**src/hdl/lfps_pkg.sv**
```systemverilog
// ----------------------------------------------------------------------------
// lfps_pkg: shared constants and types for the line follower steering block
// Sizes, fixed-point scaling, register codes and pipeline control bundles.
// ----------------------------------------------------------------------------
package lfps_pkg;

  // Sensor array
  localparam int SENSOR_COUNT = 8;
  localparam int SAMPLE_BITS  = 10;
  localparam int IN_DATA_W    = ((SENSOR_COUNT * SAMPLE_BITS + 7) / 8) * 8;

  // Line error in units of 1/40 of a sensor pitch: sensor i adds 40*i - 131
  localparam int POS_SCALE  = 40;
  localparam int POS_OFFSET = 131;
  localparam int CONTRIB_W  = 10;
  localparam int ERR_W      = 10;
  localparam int ERR_SUM_W  = CONTRIB_W + $clog2(SENSOR_COUNT);
  localparam int ERR_MAX    = (1 << (ERR_W - 1)) - 1;
  localparam int ERR_MIN    = -(1 << (ERR_W - 1));

  // PID datapath
  localparam int SUM_W  = 24;
  localparam int DIFF_W = ERR_W + 1;
  localparam int GAIN_W = 16;
  localparam int P_W    = GAIN_W + 1 + ERR_W;
  localparam int I_W    = GAIN_W + 1 + SUM_W;
  localparam int D_W    = GAIN_W + 1 + DIFF_W;
  localparam int ACC_W  = I_W + 2;

  // Divide by 256*40 = 2^11 * 5: shift, then reciprocal multiply for the 5
  localparam int          GAIN_FRAC_BITS = 8;
  localparam int          SCALE_SHIFT    = GAIN_FRAC_BITS + 3;
  localparam int          MAG_W          = ACC_W - SCALE_SHIFT;
  localparam int          RECIP_W        = 32;
  localparam logic [RECIP_W-1:0] RECIP_FIVE = 32'hCCCC_CCCD;
  localparam int          RECIP_SHIFT    = RECIP_W + 2;
  localparam int          PROD_W         = MAG_W + RECIP_W;
  localparam int          Q_W            = PROD_W - RECIP_SHIFT;
  localparam int          CORR_W         = 9;
  localparam int          CORR_MAX       = (1 << CORR_W) - 1;

  // Wheel drive
  localparam int SPEED_W    = 8;
  localparam int DRV_W      = SPEED_W + 3;
  localparam int OUT_DATA_W = 2 * SPEED_W;
  localparam logic [SPEED_W-1:0] DARK_LEFT  = 8'd207;
  localparam logic [SPEED_W-1:0] DARK_RIGHT = 8'd200;

  // Configuration port
  localparam int CFG_ADDR_W = 5;
  localparam int CFG_DATA_W = 32;
  localparam logic [SAMPLE_BITS-1:0] THRESH_RST = 10'd600;
  localparam logic [GAIN_W-1:0]      PROP_RST   = 16'd1792;
  localparam logic [GAIN_W-1:0]      INTEG_RST  = 16'd0;
  localparam logic [GAIN_W-1:0]      DERIV_RST  = 16'd128;
  localparam logic [SPEED_W-1:0]     BASE_RST   = 8'd150;
  localparam logic [SPEED_W-1:0]     MIN_RST    = 8'd0;
  localparam logic [SPEED_W-1:0]     MAX_RST    = 8'd255;

  typedef enum logic [2:0] {
    REG_DARK_THRESHOLD    = 3'd0,
    REG_PROP_GAIN         = 3'd1,
    REG_INTEG_GAIN        = 3'd2,
    REG_DERIV_GAIN        = 3'd3,
    REG_BASE_SPEED        = 3'd4,
    REG_MIN_SPEED         = 3'd5,
    REG_MAX_SPEED         = 3'd6,
    REG_ALL_DARK_OVERRIDE = 3'd7
  } reg_idx_t;

  // Pipeline stages, input to output
  localparam int STG_LANE  = 0;
  localparam int STG_MERGE = 1;
  localparam int STG_STATE = 2;
  localparam int STG_MUL   = 3;
  localparam int STG_ACC   = 4;
  localparam int STG_ABS   = 5;
  localparam int STG_DIV   = 6;
  localparam int STG_OUT   = 7;
  localparam int NUM_STAGES = 8;

  typedef logic signed [CONTRIB_W-1:0] contrib_t;
  typedef logic signed [ERR_W-1:0]     err_t;
  typedef logic signed [ACC_W-1:0]     acc_t;

  typedef struct packed {
    logic in_valid;
    logic en_state;
    logic en_mul;
    logic en_acc;
  } pid_ctl_t;

  typedef struct packed {
    logic en_abs;
    logic en_div;
    logic en_out;
  } drv_ctl_t;

  function automatic contrib_t lane_weight(input int idx);
    return contrib_t'(POS_SCALE * idx - POS_OFFSET);
  endfunction

endpackage

```
**src/hdl/lfps_lane.sv**
```systemverilog
// ----------------------------------------------------------------------------
// lfps_lane: one sensor lane
// Compares a sample with the dark threshold and registers its error weight.
// ----------------------------------------------------------------------------
module lfps_lane import lfps_pkg::*; (
  input  logic                   clk,
  input  logic                   en,
  input  logic [SAMPLE_BITS-1:0] sample,
  input  logic [SAMPLE_BITS-1:0] threshold,
  input  contrib_t               weight,
  output logic                   hit_r,
  output contrib_t               contrib_r
);

  logic     hit_nxt;
  contrib_t contrib_nxt;

  assign hit_nxt     = (sample > threshold);
  assign contrib_nxt = hit_nxt ? weight : '0;

  always_ff @(posedge clk) begin
    if (en) begin
      hit_r     <= hit_nxt;
      contrib_r <= contrib_nxt;
    end
  end

endmodule

```
**src/hdl/lfps_merge.sv**
```systemverilog
// ----------------------------------------------------------------------------
// lfps_merge: lane merge
// Adds the lane weights into the line error, saturates it, flags all-dark.
// ----------------------------------------------------------------------------
module lfps_merge import lfps_pkg::*; (
  input  logic                    clk,
  input  logic                    en,
  input  logic [SENSOR_COUNT-1:0] hits,
  input  contrib_t                contribs [SENSOR_COUNT],
  output err_t                    err_r,
  output logic                    all_dark_r
);

  localparam logic signed [ERR_SUM_W-1:0] SAT_HI = ERR_SUM_W'(ERR_MAX);
  localparam logic signed [ERR_SUM_W-1:0] SAT_LO = ERR_SUM_W'(ERR_MIN);

  logic signed [ERR_SUM_W-1:0] total;
  err_t                        err_nxt;

  always_comb begin
    total = '0;
    for (int i = 0; i < SENSOR_COUNT; i++) begin
      total = total + ERR_SUM_W'(contribs[i]);
    end
    if (total > SAT_HI) begin
      err_nxt = ERR_W'(ERR_MAX);
    end else if (total < SAT_LO) begin
      err_nxt = ERR_W'(ERR_MIN);
    end else begin
      err_nxt = total[ERR_W-1:0];
    end
  end

  always_ff @(posedge clk) begin
    if (en) begin
      err_r      <= err_nxt;
      all_dark_r <= &hits;
    end
  end

endmodule

```
**src/hdl/lfps_pid.sv**
```systemverilog
// ----------------------------------------------------------------------------
// lfps_pid: PID core
// Updates the integral and last error, forms the three gain products and sums.
// ----------------------------------------------------------------------------
module lfps_pid import lfps_pkg::*; (
  input  logic              clk,
  input  logic              rst_n,
  input  pid_ctl_t          ctl,
  input  err_t              err,
  input  logic              all_dark,
  input  logic              ovr_en,
  input  logic [GAIN_W-1:0] prop_gain,
  input  logic [GAIN_W-1:0] integ_gain,
  input  logic [GAIN_W-1:0] deriv_gain,
  output acc_t              acc_r,
  output logic              ovr_r
);

  localparam logic signed [SUM_W:0] SUM_HI = (SUM_W + 1)'((1 << (SUM_W - 1)) - 1);
  localparam logic signed [SUM_W:0] SUM_LO = (SUM_W + 1)'(-(1 << (SUM_W - 1)));

  // Controller state
  logic signed [SUM_W-1:0]  error_sum_r;
  err_t                     prior_error_r;

  // State stage
  logic                     ovr_nxt;
  logic signed [SUM_W:0]    sum_ext;
  logic signed [SUM_W-1:0]  sum_nxt;
  logic signed [DIFF_W-1:0] diff_nxt;
  err_t                     err_a_r;
  logic signed [SUM_W-1:0]  sum_a_r;
  logic signed [DIFF_W-1:0] diff_a_r;
  logic                     ovr_a_r;

  // Multiply stage
  logic signed [P_W-1:0]    p_nxt;
  logic signed [I_W-1:0]    i_nxt;
  logic signed [D_W-1:0]    d_nxt;
  logic signed [P_W-1:0]    p_r;
  logic signed [I_W-1:0]    i_r;
  logic signed [D_W-1:0]    d_r;
  logic                     ovr_b_r;

  acc_t                     acc_nxt;

  assign ovr_nxt  = ovr_en & all_dark;
  assign sum_ext  = (SUM_W + 1)'(error_sum_r) + (SUM_W + 1)'(err);
  assign diff_nxt = DIFF_W'(err) - DIFF_W'(prior_error_r);

  always_comb begin
    if (sum_ext > SUM_HI) begin
      sum_nxt = SUM_HI[SUM_W-1:0];
    end else if (sum_ext < SUM_LO) begin
      sum_nxt = SUM_LO[SUM_W-1:0];
    end else begin
      sum_nxt = sum_ext[SUM_W-1:0];
    end
  end

  // Integral and last error change once per item, as it enters; override skips
  always_ff @(posedge clk) begin
    if (!rst_n) begin
      error_sum_r   <= '0;
      prior_error_r <= '0;
    end else if (ctl.en_state && ctl.in_valid && !ovr_nxt) begin
      error_sum_r   <= sum_nxt;
      prior_error_r <= err;
    end
  end

  always_ff @(posedge clk) begin
    if (ctl.en_state) begin
      err_a_r  <= err;
      sum_a_r  <= sum_nxt;
      diff_a_r <= diff_nxt;
      ovr_a_r  <= ovr_nxt;
    end
  end

  assign p_nxt = $signed({1'b0, prop_gain})  * err_a_r;
  assign i_nxt = $signed({1'b0, integ_gain}) * sum_a_r;
  assign d_nxt = $signed({1'b0, deriv_gain}) * diff_a_r;

  always_ff @(posedge clk) begin
    if (ctl.en_mul) begin
      p_r     <= p_nxt;
      i_r     <= i_nxt;
      d_r     <= d_nxt;
      ovr_b_r <= ovr_a_r;
    end
  end

  assign acc_nxt = ACC_W'(p_r) + ACC_W'(i_r) + ACC_W'(d_r);

  always_ff @(posedge clk) begin
    if (ctl.en_acc) begin
      acc_r <= acc_nxt;
      ovr_r <= ovr_b_r;
    end
  end

endmodule

```
**src/hdl/lfps_drive.sv**
```systemverilog
// ----------------------------------------------------------------------------
// lfps_drive: correction scaling and wheel drive
// Divides the PID sum by 10240 toward zero, steers both wheels and clamps.
// ----------------------------------------------------------------------------
module lfps_drive import lfps_pkg::*; (
  input  logic               clk,
  input  drv_ctl_t           ctl,
  input  acc_t               acc,
  input  logic               ovr,
  input  logic [SPEED_W-1:0] base_speed,
  input  logic [SPEED_W-1:0] min_speed,
  input  logic [SPEED_W-1:0] max_speed,
  output logic [SPEED_W-1:0] left_r,
  output logic [SPEED_W-1:0] right_r,
  output logic               ovr_r
);

  // Magnitude stage
  logic                    neg_nxt;
  logic [ACC_W-1:0]        abs_acc;
  logic [MAG_W-1:0]        mag_r;
  logic                    neg_a_r;
  logic                    ovr_a_r;

  // Reciprocal stage
  logic [PROD_W-1:0]       prod_nxt;
  logic [PROD_W-1:0]       prod_r;
  logic                    neg_b_r;
  logic                    ovr_b_r;

  // Steering stage
  logic [Q_W-1:0]          quot;
  logic [CORR_W-1:0]       corr;
  logic signed [DRV_W-1:0] base_ext;
  logic signed [DRV_W-1:0] corr_ext;
  logic signed [DRV_W-1:0] left_v;
  logic signed [DRV_W-1:0] right_v;
  logic [SPEED_W-1:0]      left_nxt;
  logic [SPEED_W-1:0]      right_nxt;

  function automatic logic [SPEED_W-1:0] clamp_drive(
    input logic signed [DRV_W-1:0] v,
    input logic [SPEED_W-1:0]      lo,
    input logic [SPEED_W-1:0]      hi
  );
    logic signed [DRV_W-1:0] t;
    logic signed [DRV_W-1:0] lo_ext;
    logic signed [DRV_W-1:0] hi_ext;
    lo_ext = $signed({{(DRV_W - SPEED_W){1'b0}}, lo});
    hi_ext = $signed({{(DRV_W - SPEED_W){1'b0}}, hi});
    t = v;
    if (t < lo_ext) t = lo_ext;
    if (t > hi_ext) t = hi_ext;
    return t[SPEED_W-1:0];
  endfunction

  assign neg_nxt = acc[ACC_W-1];
  assign abs_acc = neg_nxt ? ACC_W'(-acc) : ACC_W'(acc);

  always_ff @(posedge clk) begin
    if (ctl.en_abs) begin
      mag_r   <= abs_acc[ACC_W-1:SCALE_SHIFT];
      neg_a_r <= neg_nxt;
      ovr_a_r <= ovr;
    end
  end

  // floor(x/5) = (x * 0xCCCCCCCD) >> 34 for any 32-bit x
  assign prod_nxt = PROD_W'(mag_r) * PROD_W'(RECIP_FIVE);

  always_ff @(posedge clk) begin
    if (ctl.en_div) begin
      prod_r  <= prod_nxt;
      neg_b_r <= neg_a_r;
      ovr_b_r <= ovr_a_r;
    end
  end

  // Any correction past the drive range clamps the same way, so cap it
  assign quot     = prod_r[PROD_W-1:RECIP_SHIFT];
  assign corr     = (quot > Q_W'(CORR_MAX)) ? CORR_W'(CORR_MAX) : quot[CORR_W-1:0];
  assign base_ext = $signed({{(DRV_W - SPEED_W){1'b0}}, base_speed});
  assign corr_ext = $signed({{(DRV_W - CORR_W){1'b0}}, corr});
  assign left_v   = neg_b_r ? base_ext + corr_ext : base_ext - corr_ext;
  assign right_v  = neg_b_r ? base_ext - corr_ext : base_ext + corr_ext;

  assign left_nxt  = ovr_b_r ? DARK_LEFT  : clamp_drive(left_v,  min_speed, max_speed);
  assign right_nxt = ovr_b_r ? DARK_RIGHT : clamp_drive(right_v, min_speed, max_speed);

  always_ff @(posedge clk) begin
    if (ctl.en_out) begin
      left_r  <= left_nxt;
      right_r <= right_nxt;
      ovr_r   <= ovr_b_r;
    end
  end

endmodule

```
**src/hdl/line_follow_pid_steering.sv**
```systemverilog
// ----------------------------------------------------------------------------
// line_follow_pid_steering: PID steering for a line follower
// Eight-lane sensor front end, PID core and wheel drive with APB registers.
// ----------------------------------------------------------------------------
// Each item carries eight reflectance samples. One lane per sensor compares its
// sample with dark_threshold; the merge stage adds 40*i - 131 for every sensor
// on the line, giving the line error in 1/40 of a sensor pitch. The PID core
// then updates the saturating 24-bit integral and the last error, multiplies by
// the Q8.8 gains and sums; the drive stage divides by 10240 toward zero and
// sets left = base - correction, right = base + correction, each clamped to
// [min_speed, max_speed] (min first, then max). With all_dark_override set and
// all eight sensors dark the item yields 207/200 with out_tuser high, and the
// integral and last error stay as they were. The block is an eight-stage
// pipeline: a new item can be taken every cycle while out_tready is high or a
// stage has room; the integral update, done as each item enters the PID core,
// is what lets items follow back to back. Each stage holds its item while the
// one after it is full and cannot move on, so bubbles close up and in_tready
// stays high while the output register waits, until every stage holds an
// item. Write registers only while no item is in flight.
// ----------------------------------------------------------------------------
module line_follow_pid_steering import lfps_pkg::*; (
  input  logic                  clk,
  input  logic                  rst_n,

  // Sensor items
  input  logic                  in_tvalid,
  output logic                  in_tready,
  input  logic [IN_DATA_W-1:0]  in_tdata,   // sense_0 .. sense_7, 10 bits each, sense_0 lowest

  // Drive items
  output logic                  out_tvalid,
  input  logic                  out_tready,
  output logic [OUT_DATA_W-1:0] out_tdata,  // left_drive [7:0], right_drive [15:8]
  output logic                  out_tuser,  // override_taken

  // Register port
  input  logic                  cfg_psel,
  input  logic                  cfg_penable,
  input  logic                  cfg_pwrite,
  input  logic [CFG_ADDR_W-1:0] cfg_paddr,
  input  logic [CFG_DATA_W-1:0] cfg_pwdata,
  output logic [CFG_DATA_W-1:0] cfg_prdata,
  output logic                  cfg_pready
);

  // ---------------- configuration registers ----------------
  logic [SAMPLE_BITS-1:0] dark_threshold_r;
  logic [GAIN_W-1:0]      prop_gain_r;
  logic [GAIN_W-1:0]      integ_gain_r;
  logic [GAIN_W-1:0]      deriv_gain_r;
  logic [SPEED_W-1:0]     base_speed_r;
  logic [SPEED_W-1:0]     min_speed_r;
  logic [SPEED_W-1:0]     max_speed_r;
  logic                   all_dark_override_r;

  logic                   cfg_wr;
  reg_idx_t               cfg_idx;

  assign cfg_pready = 1'b1;
  assign cfg_wr     = cfg_psel & cfg_penable & cfg_pwrite & cfg_pready;
  assign cfg_idx    = reg_idx_t'(cfg_paddr[CFG_ADDR_W-1:2]);

  always_ff @(posedge clk) begin
    if (!rst_n) begin
      dark_threshold_r    <= THRESH_RST;
      prop_gain_r         <= PROP_RST;
      integ_gain_r        <= INTEG_RST;
      deriv_gain_r        <= DERIV_RST;
      base_speed_r        <= BASE_RST;
      min_speed_r         <= MIN_RST;
      max_speed_r         <= MAX_RST;
      all_dark_override_r <= 1'b0;
    end else if (cfg_wr) begin
      unique case (cfg_idx)
        REG_DARK_THRESHOLD:    dark_threshold_r    <= cfg_pwdata[SAMPLE_BITS-1:0];
        REG_PROP_GAIN:         prop_gain_r         <= cfg_pwdata[GAIN_W-1:0];
        REG_INTEG_GAIN:        integ_gain_r        <= cfg_pwdata[GAIN_W-1:0];
        REG_DERIV_GAIN:        deriv_gain_r        <= cfg_pwdata[GAIN_W-1:0];
        REG_BASE_SPEED:        base_speed_r        <= cfg_pwdata[SPEED_W-1:0];
        REG_MIN_SPEED:         min_speed_r         <= cfg_pwdata[SPEED_W-1:0];
        REG_MAX_SPEED:         max_speed_r         <= cfg_pwdata[SPEED_W-1:0];
        REG_ALL_DARK_OVERRIDE: all_dark_override_r <= cfg_pwdata[0];
      endcase
    end
  end

  always_comb begin
    unique case (cfg_idx)
      REG_DARK_THRESHOLD:    cfg_prdata = CFG_DATA_W'(dark_threshold_r);
      REG_PROP_GAIN:         cfg_prdata = CFG_DATA_W'(prop_gain_r);
      REG_INTEG_GAIN:        cfg_prdata = CFG_DATA_W'(integ_gain_r);
      REG_DERIV_GAIN:        cfg_prdata = CFG_DATA_W'(deriv_gain_r);
      REG_BASE_SPEED:        cfg_prdata = CFG_DATA_W'(base_speed_r);
      REG_MIN_SPEED:         cfg_prdata = CFG_DATA_W'(min_speed_r);
      REG_MAX_SPEED:         cfg_prdata = CFG_DATA_W'(max_speed_r);
      REG_ALL_DARK_OVERRIDE: cfg_prdata = CFG_DATA_W'(all_dark_override_r);
    endcase
  end

  // ---------------- pipeline occupancy ----------------
  // A stage loads when it is empty or the stage after it moves on.
  logic [NUM_STAGES-1:0] valid_r;
  logic [NUM_STAGES-1:0] valid_nxt;
  logic [NUM_STAGES-1:0] adv;

  always_comb begin
    adv[STG_OUT] = ~valid_r[STG_OUT] | out_tready;
    for (int k = NUM_STAGES - 2; k >= 0; k--) begin
      adv[k] = ~valid_r[k] | adv[k+1];
    end
    valid_nxt[STG_LANE] = adv[STG_LANE] ? in_tvalid : valid_r[STG_LANE];
    for (int k = 1; k < NUM_STAGES; k++) begin
      valid_nxt[k] = adv[k] ? valid_r[k-1] : valid_r[k];
    end
  end

  always_ff @(posedge clk) begin
    if (!rst_n) begin
      valid_r <= '0;
    end else begin
      valid_r <= valid_nxt;
    end
  end

  assign in_tready  = adv[STG_LANE];
  assign out_tvalid = valid_r[STG_OUT];

  // ---------------- sensor lanes ----------------
  logic [SENSOR_COUNT-1:0] hits;
  contrib_t                contribs [SENSOR_COUNT];

  for (genvar g = 0; g < SENSOR_COUNT; g++) begin : g_lane
    lfps_lane u_lane (
      .clk       (clk),
      .en        (adv[STG_LANE]),
      .sample    (in_tdata[g*SAMPLE_BITS +: SAMPLE_BITS]),
      .threshold (dark_threshold_r),
      .weight    (lane_weight(g)),
      .hit_r     (hits[g]),
      .contrib_r (contribs[g])
    );
  end

  // ---------------- merge ----------------
  err_t line_err;
  logic all_dark;

  lfps_merge u_merge (
    .clk        (clk),
    .en         (adv[STG_MERGE]),
    .hits       (hits),
    .contribs   (contribs),
    .err_r      (line_err),
    .all_dark_r (all_dark)
  );

  // ---------------- PID ----------------
  pid_ctl_t pid_ctl;
  acc_t     pid_acc;
  logic     pid_ovr;

  assign pid_ctl.in_valid = valid_r[STG_MERGE];
  assign pid_ctl.en_state = adv[STG_STATE];
  assign pid_ctl.en_mul   = adv[STG_MUL];
  assign pid_ctl.en_acc   = adv[STG_ACC];

  lfps_pid u_pid (
    .clk        (clk),
    .rst_n      (rst_n),
    .ctl        (pid_ctl),
    .err        (line_err),
    .all_dark   (all_dark),
    .ovr_en     (all_dark_override_r),
    .prop_gain  (prop_gain_r),
    .integ_gain (integ_gain_r),
    .deriv_gain (deriv_gain_r),
    .acc_r      (pid_acc),
    .ovr_r      (pid_ovr)
  );

  // ---------------- wheel drive ----------------
  drv_ctl_t           drv_ctl;
  logic [SPEED_W-1:0] left_drive;
  logic [SPEED_W-1:0] right_drive;
  logic               override_taken;

  assign drv_ctl.en_abs = adv[STG_ABS];
  assign drv_ctl.en_div = adv[STG_DIV];
  assign drv_ctl.en_out = adv[STG_OUT];

  lfps_drive u_drive (
    .clk        (clk),
    .ctl        (drv_ctl),
    .acc        (pid_acc),
    .ovr        (pid_ovr),
    .base_speed (base_speed_r),
    .min_speed  (min_speed_r),
    .max_speed  (max_speed_r),
    .left_r     (left_drive),
    .right_r    (right_drive),
    .ovr_r      (override_taken)
  );

  assign out_tdata = {right_drive, left_drive};
  assign out_tuser = override_taken;

endmodule
```
**config.mk**
```make
export PLATFORM = sky130hd
export DESIGN_NAME = line_follow_pid_steering
export DESIGN_NICKNAME = d
export VERILOG_FILES = /design/src/hdl/lfps_pkg.sv /design/src/hdl/lfps_lane.sv /design/src/hdl/lfps_merge.sv /design/src/hdl/lfps_pid.sv /design/src/hdl/lfps_drive.sv /design/src/hdl/line_follow_pid_steering.sv
export SDC_FILE = /design/constraint.sdc
export NUM_CORES = 2
export LEC_CHECK = 0
export ABC_AREA = 1
export BUFFER_PORTS_ARGS = -buffer_cell sky130_fd_sc_hd__clkbuf_2
export CAP_MARGIN = 10
export CORE_AREA = 10 10 369 371
export CTS_BUF_LIST = sky130_fd_sc_hd__clkbuf_16
export CTS_CLUSTER_SIZE = 16
export DETAILED_ROUTE_END_ITERATION = 8
export DIE_AREA = 0 0 379 381
export PLACE_DENSITY = 0.84
export SLEW_MARGIN = 15
export SYNTH_ARGS = -nofsm -noshare
export SYNTH_HDL_FRONTEND = slang
export SYNTH_HIERARCHICAL = 1
export SYNTH_SLANG_ARGS = --single-unit
export TNS_END_PERCENT = 100
```
**constraint.sdc**
```tcl
create_clock -name clk -period 9.7 [get_ports clk]
set_input_delay 2.91 -clock clk [delete_from_list [all_inputs] [get_ports clk]]
set_output_delay 2.91 -clock clk [all_outputs]
set_load 0.01 [all_outputs]
```
==> metrics.txt <==
Post-Syn Area 0.0765 sq mm; Slowest cell on crit path buf_4; Req. time, crit path 6.79 ns; post-synthesis sequential area ratio 17.8%; Final Cell Area 0.0806 sq mm; Slew headroom 18.9%; f_max 0.134 GHz; Reg clk slew, reported paths 0.05 ns; Remaining Overflow, GRT 0; hold buffer count at CTS 0; initial antenna violation count 3; worst hold path startpoint u_drive/ovr_a_r; #FFs+latches synth 494; Post-synth EDFFs 369; Main synth FF type edfxtp_1; placed cell area 0.0787 sq mm; die area 0.144 sq mm; chip width 379 um; worst-margin pin slew 1.22 ns; crit-path most repeated cell buf_4; clock latency on the worst-skew pair 0.70 ns; skew final 0.0530 ns; fin. max-slew vios 0; Final Setup Violations 0; Setup crit end kind primary output; CTS sink count 494; CP delay by family, top buffers and inverters; GPL Wtd Cong 0.981; number of global-route vias before repair 62900; CP Class in2out; worst hold path cell count 0; residual DRC count 0; number of top-level pins 176; Clock Path Buffers 3; number of detailed-route iterations in the first pass 7; Worst R2R Start u_drive/mag_r[16]; max-cap viol count 0; H-tree levels 2; CP startpoint kind input port; asr flop ratio synth 0%; CP Max Fanout 37; minimum clock period 7.46 ns; Crit path depth 9; CTS tree yes; CP Buf/Inv Count 6; biggest cell delay along the critical path 0.43 ns; crit path launch out_tready; Net count, final 11400; Antenna Nets Post-Route 0; Hold Crit Class reg2reg; TritonCTS Buffers 55; Syn Inst Count 9230; reg2reg path depth 21; Initial Utilization 59.4%; largest net degree at the start of global routing 95; row cnt 132; share of layout cells above drive strength 1 6.08%; dpl ws 2.21 ns; first-pass GRT wire length 331000 um; port bufs 140; area delta synth->final 5.36%; final hold viol count 0; dpl hpwl 172000 um; Avg Synthesized Cell Area 8.29 sq um; DR vias 59700; CP Cell Sequence clkbuf_2 -> inv_12 -> nand4_1 -> buf_4 -> nor3_2 -> buf_4 -> nand4_1 -> buf_4 -> clkbuf_2; postcts setup bufs 0; RSZ-0062 raised after global routing false; All-Layer GR Usage 28.8%; Root Buffer clkbuf_16; routed wire length 207000 um; Setup WS post-layout 2.24 ns; Arr. time, crit path 4.55 ns; Final Cycle Share 76.9%; die height 381 um; core box area 0.129 sq mm; Yosys Warn Count 6; outcome finished clean; Vias/cell 5.40; routed len/inst 18.7 um; drt first-iter violations 4431; Distinct cells, synth 61; CTS resizes 0
==> path summary, 6_finish.rpt <==
path | endpoint | slack [ns]
setup / recovery | in_tready | 2.24
hold / removal | u_drive/ovr_b_r | 0.43
setup reg to reg | u_drive/prod_r[47] | 2.25
hold reg to reg | u_drive/ovr_b_r | 0.43
==> synthesized netlist by cell type, types with 8 or more instances <==
master    instances  area share, %
o21ai_0         265            1.7
clkbuf_1        173           0.85
a31oi_1          29           0.24
ha_1            813             13
o21ai_1          11          0.072
fa_1           1138             30
a21oi_2          13           0.15
nor2_2           90           0.74
a21boi_0         10          0.098
nand2_4          27           0.40
o21bai_1         40           0.39
xor2_1          127            1.5
xnor2_1          71           0.81
edfxtp_1        369             14
nor4_1           23           0.19
nand2_1        1802            8.8
nand3_2          53           0.69
inv_2            23           0.11
a21oi_1         317            2.1
buf_4            27           0.26
inv_1          2541             12
nand4_1          56           0.46
dfxtp_1         125            3.3
nand2_2          43           0.35
nor3_1           51           0.33
buf_6            14           0.21
nand3b_1          8          0.079
nor2_1          559            2.7
nand3_1         241            1.6
or2_2            22           0.18
o211ai_1         10          0.098
a21o_1           33           0.32
o21a_1           13           0.13
nor2_4           25           0.37
==> layout make-up <==
class	instances	area [sq um]
timing repair buffer	164	881
clock buffer	56	1400
multi-input combinational	6037	52500
inverter	2568	9650
antenna	4	10.0
clock inverter	47	435
tap	1675	2100
sequential	494	13600
fill	10800	48200
==> worst reg2reg max path, stage by stage (launching register included) <==
cell and delay (ns):
edfxtp_1 0.63, ha_1 0.73, inv_1 0.13, fa_1 0.55, inv_1 0.05, fa_1 0.51
inv_1 0.06, fa_1 0.54, fa_1 0.47, fa_1 0.55, inv_1 0.05, fa_1 0.54
fa_1 0.55, ha_1 0.35, a21oi_1 0.23, o21ai_0 0.16, a21oi_1 0.29, o21ai_0 0.16
a21oi_1 0.33, nor2_1 0.12, o21bai_1 0.14, nand2_1 0.07
==> cell families (layout without fill, tap and decap cells) <==
logic type | count (synthesis) | in the layout | synth area share, %
AO/OA/AOI/OAI | 769 | 769 | 5.63
XOR/XNOR | 198 | 198 | 2.27
adder cells (fa/ha/maj) | 1951 | 1951 | 43.1
buffers and inverters | 2794 | 2835 | 14.0
flip-flops | 494 | 494 | 17.8
other | 2 | 101 | 0.00982
AND/OR/NAND/NOR | 3022 | 3022 | 17.2
==> layout by cell type (no fill, tap or decap), drive strengths merged, types with 31 or more instances in the layout <==
cell type  instances
inv             2578
nand2           1873
fa              1138
ha               813
nor2             675
edfxtp           369
a21oi            330
nand3            297
o21ai            278
clkbuf           196
xor2             127
dfxtp            125
conb              97
xnor2             71
nand4             56
nor3              53
o21bai            41
a21o              33
clkinv            31
==> metrics by stage <==
| step | hold WS (ns) | cells | utilization (%) | setup TNS [ns] |
|---|---|---|---|---|
| 6_report | 0.429 | 11000 | 62.6 | 0 |
| 2_1_floorplan | 0.400 | 9325 | - | -0.402 |
| 4_1_cts | 0.434 | 11000 | 62.6 | 0 |
| 3_5_place_dp | 0.413 | 10900 | 61.1 | 0 |
| 3_3_place_gp | 0.404 | 10900 | 61.1 | 0 |
| 5_1_grt | 0.439 | 11000 | 62.6 | 0 |
==> per-layer routing <==
metal | GRT usage [%] | vias up | share of wire (%)
li1 | - | 27700 | -
met3 | 4.37 | 597 | 6.6
met2 | 49.8 | 2299 | 49
met4 | 14.3 | 0 | 6.1
met5 | 0 | - | 0
met1 | 34.8 | 29000 | 38
==> registers in the layout, summed over array words and instances, names as in the netlist, 10 cells and up <==
name	flops
u_pid/i_r	41
u_pid/acc_r	43
deriv_gain_r	16
u_pid/err_a_r	10
u_pid/error_sum_r	24
prop_gain_r	16
u_pid/diff_a_r	11
integ_gain_r	16
u_drive/prod_r	30
u_drive/mag_r	32
u_pid/prior_error_r	10
u_merge/err_r	10
u_pid/sum_a_r	24
u_pid/p_r	27
u_pid/d_r	28
dark_threshold_r	10
g_lane.u_lane/contrib_r	80
Power is left out: the tool's default activity adds up to more than one toggle a clock period on the data nets, which glitch-free logic cannot reach.
